File: src/hw/rtl/ped_pkg.sv
`timescale 1ns / 1ps
// Shared types, character constants and helpers for the percent-escape decoder.
package ped_pkg;

	localparam logic [7:0] CHAR_NUL = 8'h00;
	localparam logic [7:0] CHAR_PCT = 8'h25;
	localparam logic [7:0] CHAR_0   = 8'h30;
	localparam logic [7:0] CHAR_9   = 8'h39;
	localparam logic [7:0] CHAR_LA  = 8'h61;
	localparam logic [7:0] CHAR_LF  = 8'h66;
	localparam logic [7:0] CHAR_UA  = 8'h41;
	localparam logic [7:0] CHAR_UF  = 8'h46;
	localparam logic [7:0] HEX_TEN  = 8'd10;

	// Most result items that one input byte can produce.
	localparam int MAX_RESULTS = 3;
	// Entries in the result queue.
	localparam int Q_DEPTH = 4;
	localparam int Q_AW = $clog2(Q_DEPTH);

	typedef enum logic [1:0] {
		MODE_IDLE = 2'd0,
		MODE_PCT  = 2'd1,
		MODE_HELD = 2'd2
	} mode_t;

	typedef struct packed {
		logic [7:0]  data;
		logic        is_end;
		logic [15:0] count;
	} item_t;

	// Returns {valid, nibble} for one hex digit character of either case.
	function automatic logic [4:0] hex_decode(input logic [7:0] c);
		logic [7:0] v;
		begin
			v = 8'd0;
			if (c >= CHAR_0 && c <= CHAR_9) begin
				v = c - CHAR_0;
				hex_decode = {1'b1, v[3:0]};
			end else if (c >= CHAR_LA && c <= CHAR_LF) begin
				v = c - CHAR_LA + HEX_TEN;
				hex_decode = {1'b1, v[3:0]};
			end else if (c >= CHAR_UA && c <= CHAR_UF) begin
				v = c - CHAR_UA + HEX_TEN;
				hex_decode = {1'b1, v[3:0]};
			end else begin
				hex_decode = 5'd0;
			end
		end
	endfunction

endpackage

File: src/hw/rtl/ped_decode.sv
`timescale 1ns / 1ps
// Single-step decode logic: one input byte against the parse state gives up to three items.
module ped_decode #(
	parameter int COUNT_BITS = 16
) (
	input  logic [7:0]            byte_in,
	input  ped_pkg::mode_t        mode_in,
	input  logic [7:0]            held_in,
	input  logic [COUNT_BITS-1:0] count_in,
	input  logic [COUNT_BITS-1:0] limit_in,
	output ped_pkg::mode_t        mode_next,
	output logic [7:0]            held_next,
	output logic [COUNT_BITS-1:0] count_next,
	output logic [1:0]            item_cnt,
	output ped_pkg::item_t        items [ped_pkg::MAX_RESULTS]
);
	import ped_pkg::*;

	localparam int LW = (COUNT_BITS > 16) ? COUNT_BITS : 16;

	logic [4:0]            hex_hi;
	logic [4:0]            hex_lo;
	logic [1:0]            nd;
	logic [7:0]            db [MAX_RESULTS];
	logic                  has_end;
	logic [COUNT_BITS-1:0] cnt;
	logic [1:0]            k;
	logic [LW-1:0]         cnt_ext;
	mode_t                 mode_step;
	logic [7:0]            held_step;

	assign hex_hi = hex_decode(held_in);
	assign hex_lo = hex_decode(byte_in);

	always_comb begin
		nd        = 2'd0;
		has_end   = 1'b0;
		mode_step = mode_in;
		held_step = held_in;
		for (int i = 0; i < MAX_RESULTS; i++) begin
			db[i] = 8'd0;
		end
		case (mode_in)
			MODE_PCT: begin
				if (byte_in == CHAR_NUL) begin
					db[0]   = CHAR_PCT;
					nd      = 2'd1;
					has_end = 1'b1;
				end else begin
					held_step = byte_in;
					mode_step = MODE_HELD;
				end
			end
			MODE_HELD: begin
				if (byte_in == CHAR_NUL) begin
					db[0]   = CHAR_PCT;
					db[1]   = held_in;
					nd      = 2'd2;
					has_end = 1'b1;
				end else if (hex_hi[4] && hex_lo[4]) begin
					db[0]     = {hex_hi[3:0], hex_lo[3:0]};
					nd        = 2'd1;
					mode_step = MODE_IDLE;
				end else if (held_in == CHAR_PCT) begin
					db[0]     = CHAR_PCT;
					nd        = 2'd1;
					held_step = byte_in;
					mode_step = MODE_HELD;
				end else begin
					db[0] = CHAR_PCT;
					db[1] = held_in;
					if (byte_in == CHAR_PCT) begin
						nd        = 2'd2;
						mode_step = MODE_PCT;
					end else begin
						db[2]     = byte_in;
						nd        = 2'd3;
						mode_step = MODE_IDLE;
					end
				end
			end
			default: begin
				if (byte_in == CHAR_NUL) begin
					has_end = 1'b1;
				end else if (byte_in == CHAR_PCT) begin
					mode_step = MODE_PCT;
				end else begin
					db[0]     = byte_in;
					nd        = 2'd1;
					mode_step = MODE_IDLE;
				end
			end
		endcase
	end

	// Bytes past the limit are dropped; the rest are packed in order.
	always_comb begin
		cnt = count_in;
		k   = 2'd0;
		for (int i = 0; i < MAX_RESULTS; i++) begin
			items[i] = '0;
		end
		for (int i = 0; i < MAX_RESULTS; i++) begin
			if (2'(i) < nd && cnt < limit_in) begin
				if (k < 2'(MAX_RESULTS)) begin
					items[k] = '{data: db[i], is_end: 1'b0, count: 16'd0};
				end
				k   = k + 2'd1;
				cnt = cnt + 1'b1;
			end
		end
		cnt_ext = LW'(cnt);
		if (has_end) begin
			if (k < 2'(MAX_RESULTS)) begin
				items[k] = '{data: CHAR_NUL, is_end: 1'b1, count: cnt_ext[15:0]};
			end
			k   = k + 2'd1;
			cnt = '0;
		end
		item_cnt   = k;
		count_next = cnt;
	end

	always_comb begin
		if (has_end) begin
			mode_next = MODE_IDLE;
			held_next = 8'd0;
		end else begin
			mode_next = mode_step;
			held_next = held_step;
		end
	end

endmodule

File: src/hw/rtl/ped_queue.sv
`timescale 1ns / 1ps
// Result queue: takes up to three items per cycle, hands out one item per cycle while the reader takes it.
module ped_queue (
	input  logic           clk,
	input  logic           arst_n,
	input  logic [1:0]     wr_cnt,
	input  ped_pkg::item_t wr_items [ped_pkg::MAX_RESULTS],
	output logic           room,
	output logic           rd_valid,
	output ped_pkg::item_t rd_item,
	input  logic           rd_take
);
	import ped_pkg::*;

	item_t            entries_q [Q_DEPTH];
	logic [Q_AW-1:0]  wr_ptr_q;
	logic [Q_AW-1:0]  rd_ptr_q;
	logic [Q_AW:0]    fill_q;

	assign room     = fill_q <= (Q_AW + 1)'(Q_DEPTH - MAX_RESULTS);
	assign rd_valid = fill_q != '0;
	assign rd_item  = entries_q[rd_ptr_q];

	always_ff @(posedge clk) begin
		for (int i = 0; i < MAX_RESULTS; i++) begin
			if (2'(i) < wr_cnt) begin
				entries_q[wr_ptr_q + Q_AW'(i)] <= wr_items[i];
			end
		end
	end

	always_ff @(posedge clk or negedge arst_n) begin
		if (!arst_n) begin
			wr_ptr_q <= '0;
			rd_ptr_q <= '0;
			fill_q   <= '0;
		end else begin
			wr_ptr_q <= wr_ptr_q + Q_AW'(wr_cnt);
			if (rd_take) begin
				rd_ptr_q <= rd_ptr_q + 1'b1;
			end
			fill_q <= fill_q + (Q_AW + 1)'(wr_cnt) - (Q_AW + 1)'(rd_take);
		end
	end

endmodule

File: src/hw/rtl/percent_escape_decoder_unit.sv
`timescale 1ns / 1ps
// Top level of the percent-escape decoder: input register, decode step and result queue.
//
// The block decodes a percent-escaped string one byte per cycle; a zero byte closes the string
// with an end item that carries the number of decoded bytes kept. A byte is registered on
// acceptance and decoded from that register into up to three result items, which enter a
// four-entry result queue feeding the output port. Input is taken every cycle as long as each
// byte yields at most one result and the output is not stalled. A byte that yields two or three
// results (a failed or cut-off escape) holds up the input until the single output port drains
// the queue; the input stalls while the queue holds more than one item. The user must write
// max_output through the cfg port only while no string is in flight; the block does not enforce it.
module percent_escape_decoder_unit #(
	parameter int COUNT_BITS = 16
) (
	input  logic        clk,
	input  logic        arst_n,
	input  logic        in_valid,
	output logic        in_stall,
	input  logic [7:0]  in_byte,
	output logic        out_valid,
	input  logic        out_stall,
	output logic [7:0]  out_byte,
	output logic        is_end,
	output logic [15:0] out_count,
	input  logic        cfg_valid,
	output logic        cfg_ready,
	input  logic [15:0] cfg_data
);
	import ped_pkg::*;

	localparam int LW = (COUNT_BITS > 16) ? COUNT_BITS : 16;

	logic [15:0]           max_output_q;
	logic                  valid_s1;
	logic [7:0]            byte_s1;
	mode_t                 mode_q;
	logic [7:0]            held_q;
	logic [COUNT_BITS-1:0] count_q;

	logic [LW-1:0]         max_ext;
	logic [COUNT_BITS-1:0] limit;
	mode_t                 mode_d;
	logic [7:0]            held_d;
	logic [COUNT_BITS-1:0] count_d;
	logic [1:0]            dec_cnt;
	item_t                 dec_items [MAX_RESULTS];
	logic                  room;
	logic                  fire;
	logic                  in_take;
	item_t                 head;
	logic                  out_take;

	assign cfg_ready = 1'b1;

	// The limit is max_output capped at the largest count the counter can hold.
	assign max_ext = LW'(max_output_q);
	assign limit   = ((max_ext >> COUNT_BITS) == '0) ? max_ext[COUNT_BITS-1:0] : '1;

	assign fire     = valid_s1 && room;
	assign in_stall = valid_s1 && !room;
	assign in_take  = in_valid && !in_stall;
	assign out_take = out_valid && !out_stall;

	ped_decode #(
		.COUNT_BITS(COUNT_BITS)
	) u_decode (
		.byte_in   (byte_s1),
		.mode_in   (mode_q),
		.held_in   (held_q),
		.count_in  (count_q),
		.limit_in  (limit),
		.mode_next (mode_d),
		.held_next (held_d),
		.count_next(count_d),
		.item_cnt  (dec_cnt),
		.items     (dec_items)
	);

	ped_queue u_queue (
		.clk     (clk),
		.arst_n  (arst_n),
		.wr_cnt  (fire ? dec_cnt : 2'd0),
		.wr_items(dec_items),
		.room    (room),
		.rd_valid(out_valid),
		.rd_item (head),
		.rd_take (out_take)
	);

	assign out_byte  = head.data;
	assign is_end    = head.is_end;
	assign out_count = head.count;

	always_ff @(posedge clk) begin
		if (in_take) begin
			byte_s1 <= in_byte;
		end
	end

	always_ff @(posedge clk or negedge arst_n) begin
		if (!arst_n) begin
			max_output_q <= 16'hFFFF;
			valid_s1     <= 1'b0;
			mode_q       <= MODE_IDLE;
			held_q       <= 8'd0;
			count_q      <= '0;
		end else begin
			if (cfg_valid && cfg_ready) begin
				max_output_q <= cfg_data;
			end
			if (in_take) begin
				valid_s1 <= 1'b1;
			end else if (fire) begin
				valid_s1 <= 1'b0;
			end
			if (fire) begin
				mode_q  <= mode_d;
				held_q  <= held_d;
				count_q <= count_d;
			end
		end
	end

endmodule
File: config.mk
export PLATFORM = sky130hd
export DESIGN_NAME = percent_escape_decoder_unit
export DESIGN_NICKNAME = d
export VERILOG_FILES = /design/src/hw/rtl/ped_pkg.sv /design/src/hw/rtl/ped_decode.sv /design/src/hw/rtl/ped_queue.sv /design/src/hw/rtl/percent_escape_decoder_unit.sv
export SDC_FILE = /design/constraint.sdc
export NUM_CORES = 1
export LEC_CHECK = 0
export BUFFER_PORTS_ARGS = -buffer_cell sky130_fd_sc_hd__buf_4
export CAP_MARGIN = 0
export CORE_ASPECT_RATIO = 0.75
export CORE_UTILIZATION = 55
export CTS_BUF_LIST = sky130_fd_sc_hd__clkbuf_4 sky130_fd_sc_hd__clkbuf_8 sky130_fd_sc_hd__clkbuf_16
export CTS_CLUSTER_DIAMETER = 200
export DETAILED_ROUTE_END_ITERATION = 6
export GPL_TIMING_DRIVEN = 0
export PLACE_DENSITY = 0.73
export SLEW_MARGIN = 10
export SYNTH_ARGS = -nofsm -noshare
export SYNTH_HDL_FRONTEND = slang
export SYNTH_HIERARCHICAL = 1
export SYNTH_SLANG_ARGS = --single-unit
File: constraint.sdc
create_clock -name clk -period 18.64 [get_ports clk]
set_input_delay 0.932 -clock clk [delete_from_list [all_inputs] [get_ports clk]]
set_output_delay 0.932 -clock clk [all_outputs]
set_load 0.005 [all_outputs]
==> results of run 1 <==
[cells in the mapped netlist (all sizes together) (4+ instances only)]
cell type and n:
a2111oi 10, a211oi 9, a21o 8, a21oi 35, a22o 4, a22oi 12
a31oi 110, and2 7, and3 17, buf 62, clkbuf 29, dfrtp 34
dfstp 16, edfxtp 108, ha 66, inv 53, mux2 46, mux2i 4
mux4 25, nand2 257, nand2b 5, nand3 28, nand4 15, nand4b 5
nor2 239, nor2b 5, nor3 16, nor3b 5, o211ai 6, o21a 6
o21ai 24, o22ai 4, or3 4, or3b 6, xnor2 35, xor2 21
[stage by stage]
stage,area (um^2),power [W]
finish,13800,0.00142
CTS,13800,0.00141
global route,13800,0.00149
global placement,13200,0.00105
floorplan,12400,0.000874
detailed placement,13300,0.00108
[flip-flops by register name, summed over array words and instances, names as in the netlist, 2 cells and up]
register,cells
count_q,16
byte_s1,8
mode_q,2
u_queue/wr_ptr_q,2
u_queue/entries_q,100
limit,16
u_queue/fill_q,3
held_q,8
u_queue/rd_ptr_q,2
[metal layers]
| metal | track usage (%) | wire, um | vias up |
|---|---|---|---|
| met5 | 0 | 0 | - |
| met1 | 48.7 | 16200 | 5379 |
| met3 | 5.97 | 4140 | 94 |
| li1 | - | - | 5135 |
| met4 | 10.5 | 841 | 0 |
| met2 | 50.1 | 16400 | 742 |
[worst max-delay path: cells and delay by family, from the launching register on]
kind            cells  cell delay [ns]
compound gates     16             4.00
flops               1             0.50
mux                 1             0.36
fa+ha+maj           4             1.08
buf+inv             8             1.26
simple gates       10             2.74
xor+xnor            2             0.79
[kinds of logic (layout without fill, tap and decap cells)]
| kind of cell | Yosys count | count (layout) | synth area share, % |
|---|---|---|---|
| simple gates | 630 | 630 | 22.8 |
| xor+xnor | 56 | 56 | 4.00 |
| other cells | 1 | 1 | 0.0302 |
| buf+inv | 144 | 234 | 5.93 |
| mux | 75 | 75 | 9.65 |
| fa+ha+maj | 69 | 69 | 6.96 |
| flops | 158 | 158 | 36.3 |
| compound gates | 256 | 256 | 14.3 |
[cell type report]
class | count | area (um^2) | area share, %
well taps | 294 | 368 | 2.66
plain buffers | 91 | 538 | 3.89
clock inverters | 10 | 60.1 | 0.434
flip-flops and latches | 158 | 4510 | 32.6
inverters | 53 | 199 | 1.44
clock buffers | 22 | 493 | 3.56
repair buffers | 58 | 462 | 3.33
multi-input cells | 1087 | 7210 | 52.1
[path summary, 6_finish.rpt]
kind | cells past startpoint | slack [ns] | end | startpoint
worst max register to register | 41 | 7.60 | u_queue/entries_q[0][9] | byte_s1[0]
worst min register to register | 1 | 0.48 | u_queue/fill_q[2] | u_queue/fill_q[2]
worst min-delay path | 1 | 0.48 | u_queue/fill_q[2] | u_queue/fill_q[2]
worst max-delay path | 41 | 7.60 | u_queue/entries_q[0][9] | byte_s1[0]
max in group asynchronous | 1 | 17.63 | count_q[10] | arst_n
min in group asynchronous | 1 | 0.54 | u_queue/wr_ptr_q[1] | arst_n
[power breakdown]
| group | internal [W] | leakage [nW] | switching [W] |
|---|---|---|---|
| clock | 0.000187 | 0.279 | 0.000149 |
| sequential | 0.000454 | 1.60 | 0.0000304 |
| combinational | 0.000266 | 3.82 | 0.000330 |
| total | 0.000907 | 5.70 | 0.000510 |
==> flow_summary_export.csv, run 1 <==
group,metric,value,unit
status,status,"finished, violations left",
status,violations,"DRC",
setup_path,cp_max_fo,11,
floorplan,num_rows,47,
timing,hold_violations,0,
placed_design,pre_cts_slack,7.98,ns
global_route,grt_pass1_wl,59.6,mm
setup_path,critPathKind,"flop to flop",
yosys,synth_top_cells_by_area,"edfxtp_1, nand2_1, nor2_1",
timing,max-slew-margin-rel,38.9,%
cts,cts.path.max_buffers,2,
yosys,synth-seq-cells,158,
setup_path,arrival,11.18,ns
detailed_routing,vias,11400,
yosys,syn_avg_cell_area,8.95,um^2
cts,path_clk_slew,0.06,ns
cts,cts.sinks,158,
timing,tightestPinTransition,0.911,ns
yosys,synth_edf_count,108,
final_layout,layout-drive-gt1-share,18.9,%
final_layout,layout_commonest_cell,"nand2_1",
detailed_routing,drt_iter0_markers,1713,
final_layout,n_antenna_cell,0,
final_layout,nNetsFinal,1562,
yosys,ys_warn_count,6,
setup_path,critPathLaunchType,"flop",
power,ir_drop,0.0674,mV
cts,cts.htree.levels,4,
global_route,antenna_found_initial,0,
final_layout,syn_to_final_growth,11.3,%
floorplan,die_x,176,um
detailed_routing,detail-route-antenna-nets,0,
timing,fin_setup_tns,0,ns
global_route,grt_usage,33.3,%
min_path,worstHoldPathType,"flop to flop",
setup_path,cpPeakStageDelay,0.61,ns
cts,cts_buffers,17,
yosys,synthFlopType,"edfxtp_1",
timing,slew_violations,0,
floorplan,die_area,0.0232,mm^2
timing,hold_ws,0.476,ns
yosys,yosysSeqAreaShare,36.3,%
yosys,synth-async-reset-ratio,31.6,%
cts,clk_latency,0.44,ns
detailed_routing,viasPerCell,6.40,
yosys,syn_area,0.0124,mm^2
placed_design,gp_congestion,0.938,
final_layout,fillers,1872,
detailed_routing,routed_wl,37.6,mm
timing,finalClockSkew,0.0135,ns
floorplan,die_y,132,um
flow_run,maxCapViolations,0,
placed_design,dpl.cell_count,1741,
placed_design,dp_hpwl,27.3,mm
global_route,grt_pass1_vias,10900,
timing,setup_viol,0,
power,leakagePower,5.70,nW
global_route,grt_max_degree,51,
floorplan,io_pins,57,
final_layout,fin_cells,1773,
timing,layout_setup_ws,7.60,ns
detailed_routing,post_drt_wl_per_cell,21.2,um
detailed_routing,dr.pass1.iters,7,
detailed_routing,drc,8,
timing,layout_min_cycle_time,11.04,ns
timing,finalCritPeriodShare,59.2,%
yosys,synth.largest_area_cell,"edfxtp_1",
timing,timing.fmax,90.6,MHz
setup_path,end_kind,"flop",
yosys,syn-instance-count,1389,
setup_path,slowest_stage,"a2111oi_2",
setup_path,critical_path.most_common_cell,"ha_1",
cts,ctsHoldBuffers,0,
cts,cts.repair.resized,0,
yosys,ys_types,98,
final_layout,final_core_util,62.6,%
power,p_per_area,102,mW/mm^2
placed_design,io_buffers,54,
final_layout,mostFrequentLayoutCells,"nand2_1, nor2_1, a31oi_1",
cts,cts_tree,"done",
global_route,grt_overflow,0,
floorplan,initial_core_util,56.2,%
cts,post-cts-setup-buffers,0,
setup_path,cp.required,18.77,ns
floorplan,core-area,0.0221,mm^2
timing,rsz0062_at_grt,"no",
cts,cts-root-buf,"clkbuf_16",
yosys,synth_top_area_share,26.1,%
yosys,synth_nets,1485,
No activity file was read; power rests on OpenSTA's default activity.
==> inputs of run 2 (changes only) <==
Clock period 18.64 ns to 10.24 ns, I/O delays scaled along.
==> flow_summary_export.csv, run 2 (same netlist as run 1, synthesis figures left out) <==
group,metric,value,unit
status,status,"finished, violations left",
status,violations,"DRC",
cts,cts.htree.levels,4,
min_path,worstHoldPathType,"input port to asynchronous set/reset pin",
setup_path,critPathKind,"flop to flop",
final_layout,fin_area,0.0140,mm^2
detailed_routing,routed_wl,37.8,mm
detailed_routing,vias,11400,
detailed_routing,dr.pass1.iters,7,
final_layout,layout_commonest_cell,"nand2_1",
setup_path,arrival,10.18,ns
cts,cts_buffers,17,
global_route,antenna_found_initial,0,
final_layout,largest_reg_flops,100,
setup_path,end_kind,"flop",
detailed_routing,detail-route-antenna-nets,0,
setup_path,slowest_stage,"or4b_1",
global_route,grt_usage,33.4,%
timing,max-slew-margin-rel,43.0,%
cts,cts.path.max_buffers,2,
cts,cts-root-buf,"clkbuf_16",
final_layout,fin_cells,1784,
global_route,grt_pass1_vias,10900,
timing,layout_setup_ws,0.417,ns
cts,cts_tree,"done",
timing,hold_violations,0,
floorplan,die_x,176,um
detailed_routing,post_drt_wl_per_cell,21.2,um
placed_design,io_buffers,54,
timing,setup_viol,0,
floorplan,die_y,132,um
timing,tightestPinTransition,0.848,ns
timing,finalCritPeriodShare,95.9,%
final_layout,multi_input_area,0.00733,mm^2
global_route,grt_overflow,0,
global_route,grt_pass1_wl,59.7,mm
timing,slew_violations,0,
placed_design,pre_cts_slack,-0.423,ns
cts,path_clk_slew,0.07,ns
detailed_routing,viasPerCell,6.41,
floorplan,initial_core_util,56.2,%
final_layout,nNetsFinal,1573,
timing,timing.fmax,102,MHz
power,leakagePower,5.81,nW
floorplan,num_rows,47,
setup_path,r2r-end,"u_queue/fill_q[2]",
power,ir_drop,0.123,mV
placed_design,place_area,0.0133,mm^2
placed_design,gp_congestion,0.938,
setup_path,cp.required,10.60,ns
floorplan,io_pins,57,
power,p_per_area,185,mW/mm^2
setup_path,critical_path.most_common_cell,"ha_1",
final_layout,regMostFlops,"u_queue/entries_q",
final_layout,layout-drive-gt1-share,20.3,%
timing,hold_ws,0.117,ns
final_layout,regArea,0.00451,mm^2
setup_path,reg2reg_from,"limit[2]",
flow_run,maxCapViolations,0,
placed_design,dpl.cell_count,1741,
floorplan,die_area,0.0232,mm^2
detailed_routing,drc,2,
timing,finalClockSkew,0.0120,ns
setup_path,reg2regPathDepth,41,
global_route,grt_max_degree,51,
setup_path,cpPeakStageDelay,0.54,ns
final_layout,n_antenna_cell,0,
cts,cts.sinks,158,
cts,ctsHoldBuffers,0,
detailed_routing,drt_iter0_markers,1782,
final_layout,mostFrequentLayoutCells,"nand2_1, nor2_1, a31oi_1",
placed_design,dp_hpwl,27.3,mm
setup_path,rrSetupSlack,0.42,ns
floorplan,core-area,0.0221,mm^2
timing,layout_min_cycle_time,9.82,ns
final_layout,final_core_util,63.5,%
cts,clk_latency,0.44,ns
setup_path,cp_max_fo,11,
setup_path,critPathLaunchType,"flop",
final_layout,fillers,1848,
final_layout,syn_to_final_growth,13.0,%
## run 2: cell count changes in the layout (fill, tap and decap cells not counted), moves of 2 or more
cell / change
buf_4: +11
xnor2_1: -4
xnor2_2: +4
nand2_1: -2
nand2_2: +2
nor3_2: -2
nor3_4: +2
## run 2: area by class of cell
cell class / instances / share of cell area [%]
Sequential cell: 158 / 32.1
Tap cell: 294 / 2.62
Clock buffer: 22 / 3.51
Inverter: 53 / 1.43
Timing Repair Buffer: 69 / 3.87
Multi-Input combinational cell: 1087 / 52.2
Buffer: 91 / 3.85
Clock inverter: 10 / 0.427
## run 2: where the power goes
part / switching, W / internal (W) / total (W)
Combinational: 0.000606 / 0.000496 / 0.00110
Clock: 0.000272 / 0.000341 / 0.000613
Sequential: 0.0000559 / 0.000825 / 0.000881
Total: 0.000934 / 0.00166 / 0.00260
## run 2: worst max-delay path by stage
| stage | depth (start not counted) | to | startpoint | slack [ns] |
|---|---|---|---|---|
| final | 41 | u_queue/fill_q[2] | limit[2] | 0.42 |
| after global routing | 41 | u_queue/fill_q[2] | byte_s1[0] | -0.07 |
| after CTS | 42 | u_queue/entries_q[0][8] | byte_s1[0] | 0.02 |
| after detailed placement | 40 | u_queue/entries_q[2][7] | byte_s1[0] | -0.42 |
| after global placement | 39 | u_queue/entries_q[2][7] | byte_s1[0] | -3.37 |
| after floorplan | 39 | u_queue/entries_q[0][0] | limit[2] | 0.08 |
## run 2: worst max-delay path, delay by kind of cell (launching register included)
family	cells	cell delay, ns
adder cells (fa/ha/maj)	6	2.00
multiplexers	1	0.28
AND/OR/NAND/NOR	9	2.23
AO/OA/AOI/OAI	13	2.75
XOR/XNOR	4	0.75
flip-flops	1	0.53
buffers and inverters	8	1.16
## run 2: stage by stage
stage | setup TNS (ns) | power [W]
after floorplan | 0 | 0.00159
after global placement | -196.56 | 0.00191
after detailed placement | -29.55 | 0.00196
after CTS | 0 | 0.00258
after global routing | -0.0682 | 0.00273
final | 0 | 0.00260
## run 2: timing repair
item	4_1_cts	5_1_grt
setup endpoints to repair	187	202
gates resized for setup	6	16
setup buffers	2	9
pin swaps	1	5
## run 2: layer usage
layer	share of wire, %	wire length [um]	track usage, %
met1	43	16300	48.5
met2	44	16600	50.2
met3	11	4130	6.60
met4	2.2	813	10.5
met5	0	0	0
==> inputs of run 3 (changes only) <==
Settings changed: PLACE_DENSITY 0.73 to 0.72.
==> flow_summary_export.csv, run 3 (same netlist as run 1, synthesis figures left out) <==
group,metric,value,unit
cts,cts_tree,"done",
timing,layout_min_cycle_time,9.86,ns
power,p_per_area,186,mW/mm^2
cts,ctsHoldBuffers,0,
flow_run,maxCapViolations,0,
timing,tightestPinTransition,0.871,ns
setup_path,crit_family,"compound AO/OA/AOI/OAI gates",
final_layout,fin_area,0.0141,mm^2
cts,cts.path.max_buffers,2,
final_layout,syn_to_final_growth,13.2,%
detailed_routing,post_drt_wl_per_cell,21.1,um
placed_design,gp_congestion,0.938,
cts,cts.sinks,158,
placed_design,place_area,0.0133,mm^2
detailed_routing,dr.pass1.iters,6,
detailed_routing,viasPerCell,6.48,
power,leakagePower,5.80,nW
setup_path,slowest_stage,"or4b_1",
setup_path,arrival,10.18,ns
setup_path,cp.required,10.56,ns
cts,clk_latency,0.43,ns
cts,cts-root-buf,"clkbuf_16",
floorplan,die_y,132,um
cts,cts.htree.levels,4,
floorplan,initial_core_util,56.2,%
cts,cts_buffers,17,
setup_path,cp_max_fo,10,
timing,finalCritPeriodShare,96.2,%
global_route,grt_overflow,0,
setup_path,critPathLaunchType,"flop",
power,ir_drop,0.133,mV
detailed_routing,detail-route-antenna-nets,0,
floorplan,die_x,176,um
setup_path,cpPeakStageDelay,0.55,ns
detailed_routing,drc,0,
final_layout,nNetsFinal,1572,
final_layout,fillers,1911,
final_layout,regMostFlops,"u_queue/entries_q",
placed_design,io_buffers,54,
final_layout,layout-drive-gt1-share,20.3,%
setup_path,rrSetupSlack,0.38,ns
status,status,"complete, no violations",
timing,hold_ws,0.117,ns
detailed_routing,drt_iter0_markers,1829,
placed_design,dp_hpwl,27.4,mm
placed_design,pre_cts_slack,-0.438,ns
setup_path,path_buf_inv,8,
global_route,antenna_found_initial,0,
setup_path,critical_path.most_common_cell,"ha_1",
timing,hold_violations,0,
setup_path,r2r-end,"u_queue/fill_q[2]",
global_route,grt_max_degree,51,
timing,layout_setup_ws,0.384,ns
floorplan,core-area,0.0221,mm^2
final_layout,regArea,0.00451,mm^2
floorplan,num_rows,47,
final_layout,layout_commonest_cell,"nand2_1",
timing,setup_viol,0,
final_layout,n_antenna_cell,0,
setup_path,critPathKind,"flop to flop",
cts,path_clk_slew,0.07,ns
timing,timing.fmax,101,MHz
floorplan,die_area,0.0232,mm^2
final_layout,mostFrequentLayoutCells,"nand2_1, nor2_1, a31oi_1",
min_path,worstHoldPathType,"input port to asynchronous set/reset pin",
timing,slew_violations,0,
timing,finalClockSkew,0.0119,ns
global_route,grt_pass1_wl,58.6,mm
timing,rsz0062_at_grt,"yes",
setup_path,reg2reg_from,"limit[2]",
detailed_routing,vias,11500,
detailed_routing,routed_wl,37.6,mm
global_route,grt_pass1_vias,10900,
final_layout,multi_input_area,0.00733,mm^2
global_route,grt_usage,32.7,%
setup_path,reg2regPathDepth,42,
setup_path,end_kind,"flop",
floorplan,io_pins,57,
final_layout,largest_reg_flops,100,
timing,max-slew-margin-rel,41.5,%
==> run 3: cell count changes in the layout (fill, tap and decap cells not counted), sizes merged <==
cell / change
buf: -1
bufinv: +1
clkbuf: -4
clkinv: -2
clkinvlp: +1
inv: +4
==> run 3: area by class of cell <==
cell class / instances / share of cell area, %
multi-input cells: 1087 / 52.1
plain buffers: 91 / 3.84
flip-flops and latches: 158 / 32.1
clock inverters: 14 / 1.07
repair buffers: 68 / 3.81
clock buffers: 18 / 3.08
well taps: 294 / 2.61
inverters: 53 / 1.41
==> run 3: repair_timing <==
action                                  4_1_cts  5_1_grt
resized for setup                             4       19
endpoints found under the setup margin      186      202
pin swaps                                     1        4
setup buffers                                 2        8
==> run 3: how the worst max path moves through the flow <==
stage	from	endpoint	slack, ns	depth (start not counted)
finish	limit[2]	u_queue/fill_q[2]	0.38	42
global route	limit[14]	u_queue/fill_q[2]	-0.08	42
floorplan	limit[2]	u_queue/entries_q[0][0]	0.08	39
detailed placement	byte_s1[0]	u_queue/entries_q[2][9]	-0.44	40
global placement	byte_s1[0]	u_queue/entries_q[2][7]	-3.29	39
CTS	byte_s1[0]	u_queue/fill_q[2]	0.01	42
==> run 3: per-stage QoR <==
step | setup TNS, ns | util [%] | power, W | instances
final | 0 | 63.6 | 0.00262 | 1783
after floorplan | 0 | - | 0.00159 | 1389
after detailed placement | -24.62 | 60.1 | 0.00196 | 1741
after global placement | -191.54 | 59.7 | 0.00190 | 1737
after CTS | 0 | 63.0 | 0.00261 | 1775
after global routing | -0.0876 | 63.6 | 0.00275 | 1783
==> run 3: power breakdown <==
group	switching (W)	internal (W)	leakage (nW)	total, W
Combinational	0.000602	0.000493	3.92	0.00109
Sequential	0.0000580	0.000825	1.60	0.000883
Clock	0.000298	0.000348	0.279	0.000646
==> run 3: worst reg2reg max path: cells and delay by family, from the launching register on <==
family,cells,cell delay (ns)
adder cells (fa/ha/maj),6,1.87
flip-flops,1,0.53
AO/OA/AOI/OAI,16,3.38
multiplexers,1,0.28
buffers and inverters,8,1.11
XOR/XNOR,3,0.47
AND/OR/NAND/NOR,8,2.10
==> run 3: layer usage <==
metal | share of wire, % | vias up | track usage (%)
met5 | 0 | - | 0
met4 | 3.2 | 0 | 12.8
met3 | 12 | 124 | 7.50
met2 | 43 | 822 | 48.3
met1 | 42 | 5454 | 46.4
li1 | - | 5149 | -
